==> config.mk <==
export PLATFORM = sky130hd
export DESIGN_NAME = hsa_ctrl
export DESIGN_NICKNAME = d
export VERILOG_FILES = /design/src/design/hsa_pkg.sv /design/src/design/hsa_ctrl.sv
export SDC_FILE = /design/constraint.sdc
export NUM_CORES = 1
export LEC_CHECK = 0
export ABC_AREA = 1
export BUFFER_PORTS_ARGS = -buffer_cell sky130_fd_sc_hd__buf_4
export CAP_MARGIN = 20
export CORE_MARGIN = 1.5
export CORE_UTILIZATION = 45
export DETAILED_ROUTE_END_ITERATION = 8
export PLACE_DENSITY = 0.72
export RECOVER_POWER = 25
export SYNTH_ARGS = -nofsm -noshare
export SYNTH_HDL_FRONTEND = slang
export SYNTH_SLANG_ARGS = --single-unit
==> constraint.sdc <==
create_clock -name clock -period 5.7 [get_ports clock]
set_input_delay 0.855 -clock clock [delete_from_list [all_inputs] [get_ports clock]]
set_output_delay 0.855 -clock clock [all_outputs]
set_load 0.005 [all_outputs]
==> src/design/hsa_pkg.sv <==
// ----------------------------------------------------------------------------
// hsa_pkg
// Shared types, codes and the handle decoder for the NaN-boxed slot allocator.
// ----------------------------------------------------------------------------
package hsa_pkg;

   localparam int DEF_SLOT_COUNT = 1024;
   localparam int PAYLOAD_BITS   = 32;
   localparam int IDX_W          = 51;
   localparam int FIRST_SLOT     = 3;

   localparam logic [63:0] EXP_MASK = 64'h7ff0_0000_0000_0000;
   localparam logic [63:0] SIGN_BIT = 64'h8000_0000_0000_0000;
   localparam logic [IDX_W-1:0] NULL_IDX = IDX_W'(2);

   localparam logic [1:0] OP_ALLOC = 2'd0;
   localparam logic [1:0] OP_FREE  = 2'd1;
   localparam logic [1:0] OP_READ  = 2'd2;

   localparam logic [2:0] ST_OK         = 3'd0;
   localparam logic [2:0] ST_FULL       = 3'd1;
   localparam logic [2:0] ST_NOT_HANDLE = 3'd2;
   localparam logic [2:0] ST_DBL_FREE   = 3'd3;
   localparam logic [2:0] ST_INCONSIST  = 3'd4;

   localparam logic [1:0] KIND_NUMBER = 2'd0;
   localparam logic [1:0] KIND_NULL   = 2'd1;
   localparam logic [1:0] KIND_STRING = 2'd2;

   typedef struct packed {
      logic [1:0]  op;
      logic [31:0] payload;
      logic        owned;
      logic [63:0] boxed_value;
   } req_type;

   typedef struct packed {
      logic [2:0]  status;
      logic [63:0] boxed_result;
      logic [1:0]  kind;
      logic [31:0] payload_out;
      logic        owned_out;
   } rsp_type;

   typedef struct packed {
      logic             is_handle;
      logic             neg;
      logic [IDX_W-1:0] idx;
   } handle_type;

   typedef enum logic [2:0] {
      S_IDLE,
      S_EXEC,
      S_SCAN,
      S_FREE,
      S_READ,
      S_DONE
   } state_type;

   function automatic handle_type decode_handle(input logic [63:0] v);
      handle_type h;
      h.idx       = v[IDX_W-1:0];
      h.neg       = v[63];
      h.is_handle = (v[62:52] == 11'h7ff) && (h.idx >= NULL_IDX) && !(&h.idx);
      return h;
   endfunction

endpackage

==> src/design/hsa_ctrl.sv <==
// ----------------------------------------------------------------------------
// hsa_ctrl
// Sequencer and bookkeeping: decodes a transaction, drives the slot memory
// and steps the shared increment/compare unit over slots during a reuse scan.
// ----------------------------------------------------------------------------
module hsa_ctrl #(
   parameter int SLOT_COUNT = hsa_pkg::DEF_SLOT_COUNT,
   parameter int ADDR_W     = $clog2(SLOT_COUNT),
   parameter int CNT_W      = $clog2(SLOT_COUNT + 1)
) (
   input  logic                             clock,
   input  logic                             reset,
   input  logic                             req_valid,
   output logic                             req_ready,
   input  hsa_pkg::req_type                 req_data,
   output logic                             res_valid,
   input  logic                             res_take,
   output hsa_pkg::rsp_type                 res_data,
   output logic                             mem_we,
   output logic [ADDR_W-1:0]                mem_wr_addr,
   output logic [hsa_pkg::PAYLOAD_BITS-1:0] mem_wr_data,
   output logic [ADDR_W-1:0]                mem_rd_addr,
   input  logic [hsa_pkg::PAYLOAD_BITS-1:0] mem_rd_data
);
   import hsa_pkg::*;

   localparam logic [CNT_W-1:0] FIRST_CNT = CNT_W'(FIRST_SLOT);
   localparam logic [CNT_W-1:0] LIMIT_CNT = CNT_W'(SLOT_COUNT);

   state_type         state_ff, state_in;
   req_type           req_ff, req_in;
   rsp_type           res_ff, res_in;
   logic [CNT_W-1:0]  hw_ff, hw_in;
   logic [CNT_W-1:0]  fc_ff, fc_in;
   logic [CNT_W-1:0]  hint_ff, hint_in;
   logic [ADDR_W-1:0] scan_ff, scan_in;
   logic [ADDR_W-1:0] start_ff, start_in;

   handle_type        dec;
   logic              in_table;
   logic              fc_nz;
   logic              hw_low;
   logic              hw_full;
   logic              rd_zero;
   logic [CNT_W-1:0]  alloc_h;
   logic [CNT_W-1:0]  scan_inc;
   logic [CNT_W-1:0]  scan_nxt;
   logic              scan_wrap;
   logic [ADDR_W-1:0] dec_addr;

   assign dec      = decode_handle(req_ff.boxed_value);
   assign dec_addr = dec.idx[ADDR_W-1:0];
   assign in_table = dec.is_handle && (dec.idx >= IDX_W'(FIRST_SLOT)) &&
                     (dec.idx < IDX_W'(hw_ff));
   assign fc_nz    = (fc_ff != '0);
   assign hw_low   = (hw_ff <= FIRST_CNT);
   assign hw_full  = (hw_ff >= LIMIT_CNT);
   assign rd_zero  = (mem_rd_data == '0);
   assign alloc_h  = ((hint_ff < FIRST_CNT) || (hint_ff >= hw_ff)) ? FIRST_CNT : hint_ff;
   assign scan_inc = CNT_W'(scan_ff) + CNT_W'(1);
   assign scan_nxt = (scan_inc >= hw_ff) ? FIRST_CNT : scan_inc;
   assign scan_wrap = (scan_nxt[ADDR_W-1:0] == start_ff);

   // next state
   always_comb begin
      state_in = state_ff;
      unique case (state_ff)
         S_IDLE: begin
            if (req_valid) begin
               state_in = S_EXEC;
            end
         end
         S_EXEC: begin
            case (req_ff.op)
               OP_ALLOC: state_in = (fc_nz && !hw_low) ? S_SCAN : S_DONE;
               OP_FREE:  state_in = in_table ? S_FREE : S_DONE;
               OP_READ:  state_in = in_table ? S_READ : S_DONE;
               default:  state_in = S_DONE;
            endcase
         end
         S_SCAN: begin
            if (rd_zero || scan_wrap) begin
               state_in = S_DONE;
            end
         end
         S_FREE:  state_in = S_DONE;
         S_READ:  state_in = S_DONE;
         S_DONE: begin
            if (res_take) begin
               state_in = S_IDLE;
            end
         end
         default: state_in = S_IDLE;
      endcase
   end

   // datapath and memory control
   always_comb begin
      req_in      = req_ff;
      res_in      = res_ff;
      hw_in       = hw_ff;
      fc_in       = fc_ff;
      hint_in     = hint_ff;
      scan_in     = scan_ff;
      start_in    = start_ff;
      mem_we      = 1'b0;
      mem_wr_addr = dec_addr;
      mem_wr_data = PAYLOAD_BITS'(req_ff.payload);
      mem_rd_addr = dec_addr;
      unique case (state_ff)
         S_IDLE: begin
            if (req_valid) begin
               req_in = req_data;
               res_in = '0;
            end
         end
         S_EXEC: begin
            case (req_ff.op)
               OP_ALLOC: begin
                  if (fc_nz) begin
                     if (hw_low) begin
                        res_in.status = ST_INCONSIST;
                        fc_in         = '0;
                     end else begin
                        scan_in     = alloc_h[ADDR_W-1:0];
                        start_in    = alloc_h[ADDR_W-1:0];
                        mem_rd_addr = alloc_h[ADDR_W-1:0];
                     end
                  end else if (hw_full) begin
                     res_in.status = ST_FULL;
                  end else begin
                     mem_we              = 1'b1;
                     mem_wr_addr         = hw_ff[ADDR_W-1:0];
                     hint_in             = hw_ff;
                     hw_in               = hw_ff + CNT_W'(1);
                     res_in.boxed_result = EXP_MASK | 64'(hw_ff) |
                                           (req_ff.owned ? SIGN_BIT : 64'd0);
                     res_in.owned_out    = req_ff.owned;
                  end
               end
               OP_FREE: begin
                  if (!in_table) begin
                     res_in.status = ST_NOT_HANDLE;
                  end
               end
               OP_READ: begin
                  if (!dec.is_handle) begin
                     res_in.kind = KIND_NUMBER;
                  end else if ((dec.idx == NULL_IDX) && !dec.neg) begin
                     res_in.kind = KIND_NULL;
                  end else begin
                     res_in.kind      = KIND_STRING;
                     res_in.owned_out = dec.neg;
                     if (dec.idx >= IDX_W'(SLOT_COUNT)) begin
                        res_in.status = ST_NOT_HANDLE;
                     end
                  end
               end
               default: ;
            endcase
         end
         S_SCAN: begin
            if (rd_zero) begin
               mem_we              = 1'b1;
               mem_wr_addr         = scan_ff;
               hint_in             = CNT_W'(scan_ff);
               fc_in               = fc_ff - CNT_W'(1);
               res_in.boxed_result = EXP_MASK | 64'(scan_ff) |
                                     (req_ff.owned ? SIGN_BIT : 64'd0);
               res_in.owned_out    = req_ff.owned;
            end else if (scan_wrap) begin
               res_in.status = ST_INCONSIST;
               fc_in         = '0;
               hint_in       = CNT_W'(start_ff);
            end else begin
               scan_in     = scan_nxt[ADDR_W-1:0];
               mem_rd_addr = scan_nxt[ADDR_W-1:0];
            end
         end
         S_FREE: begin
            if (rd_zero) begin
               res_in.status = ST_DBL_FREE;
            end else begin
               mem_we           = 1'b1;
               mem_wr_data      = '0;
               fc_in            = fc_ff + CNT_W'(1);
               hint_in          = CNT_W'(dec_addr);
               res_in.owned_out = dec.neg;
            end
         end
         S_READ: begin
            res_in.payload_out = 32'(mem_rd_data);
         end
         S_DONE: ;
         default: ;
      endcase
   end

   always_ff @(posedge clock) begin
      if (reset) begin
         state_ff <= S_IDLE;
         hw_ff    <= FIRST_CNT;
         fc_ff    <= '0;
         hint_ff  <= CNT_W'(4);
      end else begin
         state_ff <= state_in;
         hw_ff    <= hw_in;
         fc_ff    <= fc_in;
         hint_ff  <= hint_in;
      end
   end

   always_ff @(posedge clock) begin
      req_ff   <= req_in;
      res_ff   <= res_in;
      scan_ff  <= scan_in;
      start_ff <= start_in;
   end

   assign req_ready = (state_ff == S_IDLE);
   assign res_valid = (state_ff == S_DONE);
   assign res_data  = res_ff;

   a_fc_bound: assert property (@(posedge clock) disable iff (reset)
      (hw_ff >= FIRST_CNT) && (hw_ff <= LIMIT_CNT) && (fc_ff <= hw_ff - FIRST_CNT))
      else $error("free count or high water out of range");

   a_wr_range: assert property (@(posedge clock) disable iff (reset)
      mem_we |-> (CNT_W'(mem_wr_addr) >= FIRST_CNT) && (CNT_W'(mem_wr_addr) <= hw_ff))
      else $error("slot write outside allocated range");

   a_busy: assert property (@(posedge clock) disable iff (reset)
      (req_valid && req_ready) |=> !req_ready && !res_valid)
      else $error("accepted transaction not executed");

   a_hand_off: assert property (@(posedge clock) disable iff (reset)
      (res_valid && res_take) |=> !res_valid && req_ready)
      else $error("result handed off twice");

endmodule

-- Word-level counts from Yosys, hierarchy flattened
Cells that the tools add are included.
- add/sub/neg operators: 4
- order comparisons: 9
- equal/unequal tests: 37
- multiplexer cells: 81
- bitwise operators: 5
- reduce and logical (&&, ||, !) cells: 35
- operator list (operator ; count):
    $mux 64 ; 5
    $pmux 64 s3 ; 1
    $mux 10 ; 16
    $mux 11 ; 12
    $or 63x64->64 ; 2
    $ge 51x2->1 const B ; 2
    $mux 102 ; 1
    $pmux 11 s3 ; 2
    $mux 32 ; 2
    $pmux 32 s2 ; 1
    $pmux 10 s2 ; 3
    $eq 51x2->1 const B ; 1
    $ge 51x11->1 const B ; 1
    $lt 51x11->1 ; 1
    $reduce_and 51->1 ; 1
    $mux 3 ; 15
    $logic_not 32->1 ; 1
    $ne 2x2->1 const B ; 13
    $reduce_and 6->1 ; 4
    $add 11x1->11 const B ; 2
    $ge 11x11->1 ; 2
    $ne 3x3->1 const B ; 7
    $pmux 3 s3 ; 2
    $pmux 3 s5 ; 1
    39 further kinds ; 73
- flip-flop bits (word level): 257
- output and inout bits: 157
- word-level logic and storage cells: 186

-- Depth between registers and ports, before layout
- word-level depth: 8
- depth in mapped cells: 26
- gate-level depth less buffers: 25

-- Worst setup path after synthesis
Ideal clock, no wire load.
- kind: input to register
- from: in req_valid
- to: reg res_ff, in the netlist res_data[10], enable pin
- arrival time: 5.833 ns
- data required time: 5.313 ns
- setup slack: -0.520 ns
- stages: 4
- buffers on the path: 0
- path through: inv_1 -> nor2_1 -> nor2_1 -> inv_1
- word-level cells in the longest chain between the ends: 2
- RTL lines (item ; line ; RTL):
    from (decl) ; hsa_ctrl.sv:13 ; input logic req_valid,
    $ne 2x2->1 (no source line) ; - ;
    $reduce_and 2->1 (no source line) ; - ;
    to (signal assigned) ; hsa_ctrl.sv:215 ; res_ff <= res_in;
    to (decl) ; hsa_ctrl.sv:32 ; rsp_type res_ff, res_in;
No other way between the ends.
A chain may end at the register's enable or synchronous reset.

-- Worst setup path after layout
- from: reg scan_ff[0]
- to: out mem_rd_addr[7]
- word-level cells in the longest chain between the ends: 7
- RTL lines (item ; line ; RTL):
    from (decl) ; hsa_ctrl.sv:36 ; logic [ADDR_W-1:0] scan_ff, scan_in;
    from (signal assigned) ; hsa_ctrl.sv:216 ; scan_ff <= scan_in;
    $add 10x1->11 (*) ; hsa_ctrl.sv:60 ; assign scan_inc = CNT_W'(scan_ff) + CNT_W'(1);
    $ge 11x11->1 ; hsa_ctrl.sv:61 ; assign scan_nxt = (scan_inc >= hw_ff) ? FIRST_CNT : scan_inc;
    $mux 10 (*) ; hsa_ctrl.sv:61 ;
    $eq 10x10->1 ; hsa_ctrl.sv:62 ; assign scan_wrap = (scan_nxt[ADDR_W-1:0] == start_ff);
    $mux 10 (*) ; hsa_ctrl.sv:171 ; end else if (scan_wrap) begin
    $mux 10 (*) ; hsa_ctrl.sv:163 ; if (rd_zero) begin
    $pmux 10 s2 (*) ; hsa_ctrl.sv:110 ; unique case (state_ff)
    to (decl) ; hsa_ctrl.sv:22 ; output logic [ADDR_W-1:0] mem_rd_addr,
Every way passes the cells marked *; elsewhere a longest branch is shown, timed or not.

==> impl_metrics.py <==
metrics = {
    "outcome": {
        "status": "finished with violations",
        "violations": "capacitance limit, slew limit",
    },
    "power": {
        "fin_total_pwr_mw": 4.53,
        "powerDensity_mw_per_mm2": 317,
        "ir_drop_mv": 0.236,
        "leakage_nw": 6.49,
    },
    "route": {
        "wire_per_inst_um": 17.2,
        "final_antenna_net_count": 0,
        "drc": 0,
        "drtIter0Drc": 1176,
        "routed_wl_mm": 33.4,
        "avgViaCountPerCell": 5.31,
        "drtPass1Iterations": 6,
        "num_vias": 10300,
    },
    "clocking": {
        "ctsHoldBuffers": 0,
        "cts.sinks": 205,
        "cts_resized": 0,
        "root_buffer": "clkbuf_16",
        "cts_buffer_depth": 3,
        "cts_buffers": 23,
        "cts_setup_buffers": 0,
        "htreeDepth": 1,
        "clk_pin_slew_ns": 0.06,
        "cts_tree": "done",
        "clk_latency_ns": 0.53,
    },
    "place": {
        "hpwl_mm": 25.2,
        "port_buffers": 249,
        "postPlaceCellArea_mm2": 0.0136,
        "place_congestion": 0.995,
    },
    "cells_and_area": {
        "postLayoutCellArea_mm2": 0.0143,
        "nNetsFinal": 1767,
        "area.growth.synth_to_final_pct": 24.5,
        "nFillCells": 2207,
        "final_util_pct": 57.0,
        "drive_gt1_share_pct": 20.6,
    },
    "worst_setup_path": {
        "cp_common_cell": "nand2_1",
        "crit_family": "simple AND/OR/NAND/NOR gates",
        "required_ns": 4.85,
        "startpoint_type": "flop",
        "critPathArrivalTime_ns": 4.44,
        "max_stage_delay_ns": 0.52,
        "crit_cells": 26,
        "worstPathMaxFanout": 19,
        "r2r_cells": 24,
        "worstSetupPathType": "reg2out",
        "crit_slowest_cell": "edfxtp_1",
        "cp-startpoint": "scan_ff[0]",
        "rr_startpoint": "scan_ff[0]",
        "cp_num_buf_inv": 3,
        "r2r_slack_ns": 1.46,
        "timing.rr.end": "scan_ff[1]",
        "endpoint": "mem_rd_addr[7]",
        "end_kind": "output port",
    },
    "timing": {
        "setup_viol": 0,
        "worst_slew_pin_slew_ns": 2.06,
        "rsz0062_at_grt": "false",
        "period_minus_slack_ns": 5.29,
        "hold_slack_ns": 0.482,
        "clock_skew_ns": 0.0164,
        "hold_viol": 0,
        "max-slew-margin-rel_pct": -37.2,
        "setup-tns-final_ns": 0,
        "period_share_pct": 92.9,
        "drv_slew": 41,
        "max_freq_ghz": 0.189,
    },
    "synthesis": {
        "yosys-top-cells-count": "nand2_1, nor2_1, inv_1",
        "synth_edf_count": 169,
        "yosysUniqueCellTypes": 54,
        "synth_top_area_share_pct": 44.1,
        "ys_seq_area_share_pct": 50.4,
        "synth_async_sr_flop_share_pct": 0,
        "yosys_warnings": 0,
        "yosys.cell_count.top_type": "nand2_1",
        "syn_area_mm2": 0.0115,
        "synthTopCellsByArea": "edfxtp_1, nand2_1, nor2_1",
        "synthFlopType": "edfxtp_1",
        "ys_seq_elements": 205,
        "yosysTopAreaCell": "edfxtp_1",
        "avgSynthCellArea_um2": 8.57,
        "synth_cells": 1342,
    },
    "floorplan": {
        "die_w_um": 163,
        "die-area_mm2": 0.0265,
        "die_y_um": 163,
        "io-pin-count": 292,
        "start_util_pct": 45.8,
        "core_area_mm2": 0.0251,
        "row_count": 58,
    },
    "grt": {
        "grt_max_degree": 60,
        "grt_usage_pct": 25.3,
        "grt_pass1_wl_mm": 51.9,
        "grt_antenna_before_repair": 2,
        "first_global_vias": 9685,
        "grt_overflow": 0,
    },
    "run": {
        "drv_cap": 1,
    },
    "hold_path": {
        "hp-class": "reg2reg",
    },
}
[flip-flops by register name (all words and copies together) (netlist names)]
| signal | flops |
|---|---|
| dec | 52 |
| fc_ff | 11 |
| hint_ff | 11 |
| hw_ff | 11 |
| req_ff | 46 |
| res_data | 51 |
| scan_ff | 10 |
| start_ff | 10 |
| state_ff | 3 |
[cell type report]
class / count / area [um2] / share of cell area, %
tap: 330 / 413 / 2.88
sequential: 205 / 5800 / 40.5
inverter: 212 / 796 / 5.56
clock inverter: 7 / 103 / 0.717
clock buffer: 35 / 664 / 4.64
multi-input combinational: 882 / 4530 / 31.6
antenna: 2 / 5.00 / 0.0350
timing repair buffer: 267 / 2010 / 14.1
[power breakdown]
group          total [mW]  switching, mW  internal, mW
logic                1.08          0.644         0.433
clock network        1.51          0.605         0.902
registers            1.95          0.108          1.84
[metrics by stage]
stage	instances	setup slack [ns]
detailed placement	1896	1.10
floorplan	1382	1.09
CTS	1938	0.548
global placement	1895	1.28
global route	1940	0.144
finish	1940	0.406
[worst min-delay path by stage]
stage | from | end | slack [ns] | depth (start not counted)
6_report | hint_ff[10] | hint_ff[10] | 0.48 | 2
3_3_place_gp | hint_ff[10] | hint_ff[10] | 0.47 | 2
5_1_grt | req_data[98] | req_ff[98] | 0.50 | 1
4_1_cts | req_data[98] | req_ff[98] | 0.48 | 1
3_5_place_dp | hint_ff[10] | hint_ff[10] | 0.48 | 2
2_1_floorplan | hint_ff[10] | hint_ff[10] | 0.43 | 2
[cell families after synthesis]
group	Yosys count	share of synthesized area [%]
simple gates	622	24.2
compound gates	166	8.39
flops	205	50.4
other cells	1	0.0326
xor+xnor	12	0.979
fa+ha+maj	41	4.46
buf+inv	295	11.6
[layout by cell type (no fill, tap or decap), drive strengths merged, types with 2 or more instances in the layout]
| cell type | n |
|---|---|
| a21oi | 58 |
| a221oi | 3 |
| o21a | 3 |
| o2111ai | 4 |
| inv | 212 |
| and2 | 4 |
| edfxtp | 169 |
| dfxtp | 36 |
| nand3b | 13 |
| conb | 41 |
| nor4 | 15 |
| xor2 | 11 |
| diode | 2 |
| o21ai | 61 |
| nor3b | 2 |
| a22oi | 3 |
| clkbuf | 141 |
| nand4 | 40 |
| a31oi | 2 |
| or2 | 2 |
| ha | 41 |
| nor2 | 216 |
| buf | 161 |
| nand3 | 75 |
| o22ai | 15 |
| nand2 | 236 |
| clkinv | 5 |
| o221ai | 5 |
| bufinv | 2 |
| nor3 | 19 |
| o211ai | 5 |
[tightest hold or removal path, stage by stage, from the launching register on]
cell	delay, ns
dfxtp_1	0.33
nand2_1	0.07
nor2_1	0.03
[layer usage]
metal	wire, um	GRT usage, %	vias to the layer above	part of all wire (%)
met1	12400	31.8	4647	37
met5	0	0	-	0
met3	4050	6.49	106	12
met2	15200	40.7	652	45
met4	1710	11.7	0	5.1
li1	-	-	4892	-
Note: power is estimated with default switching activity, not from simulation.
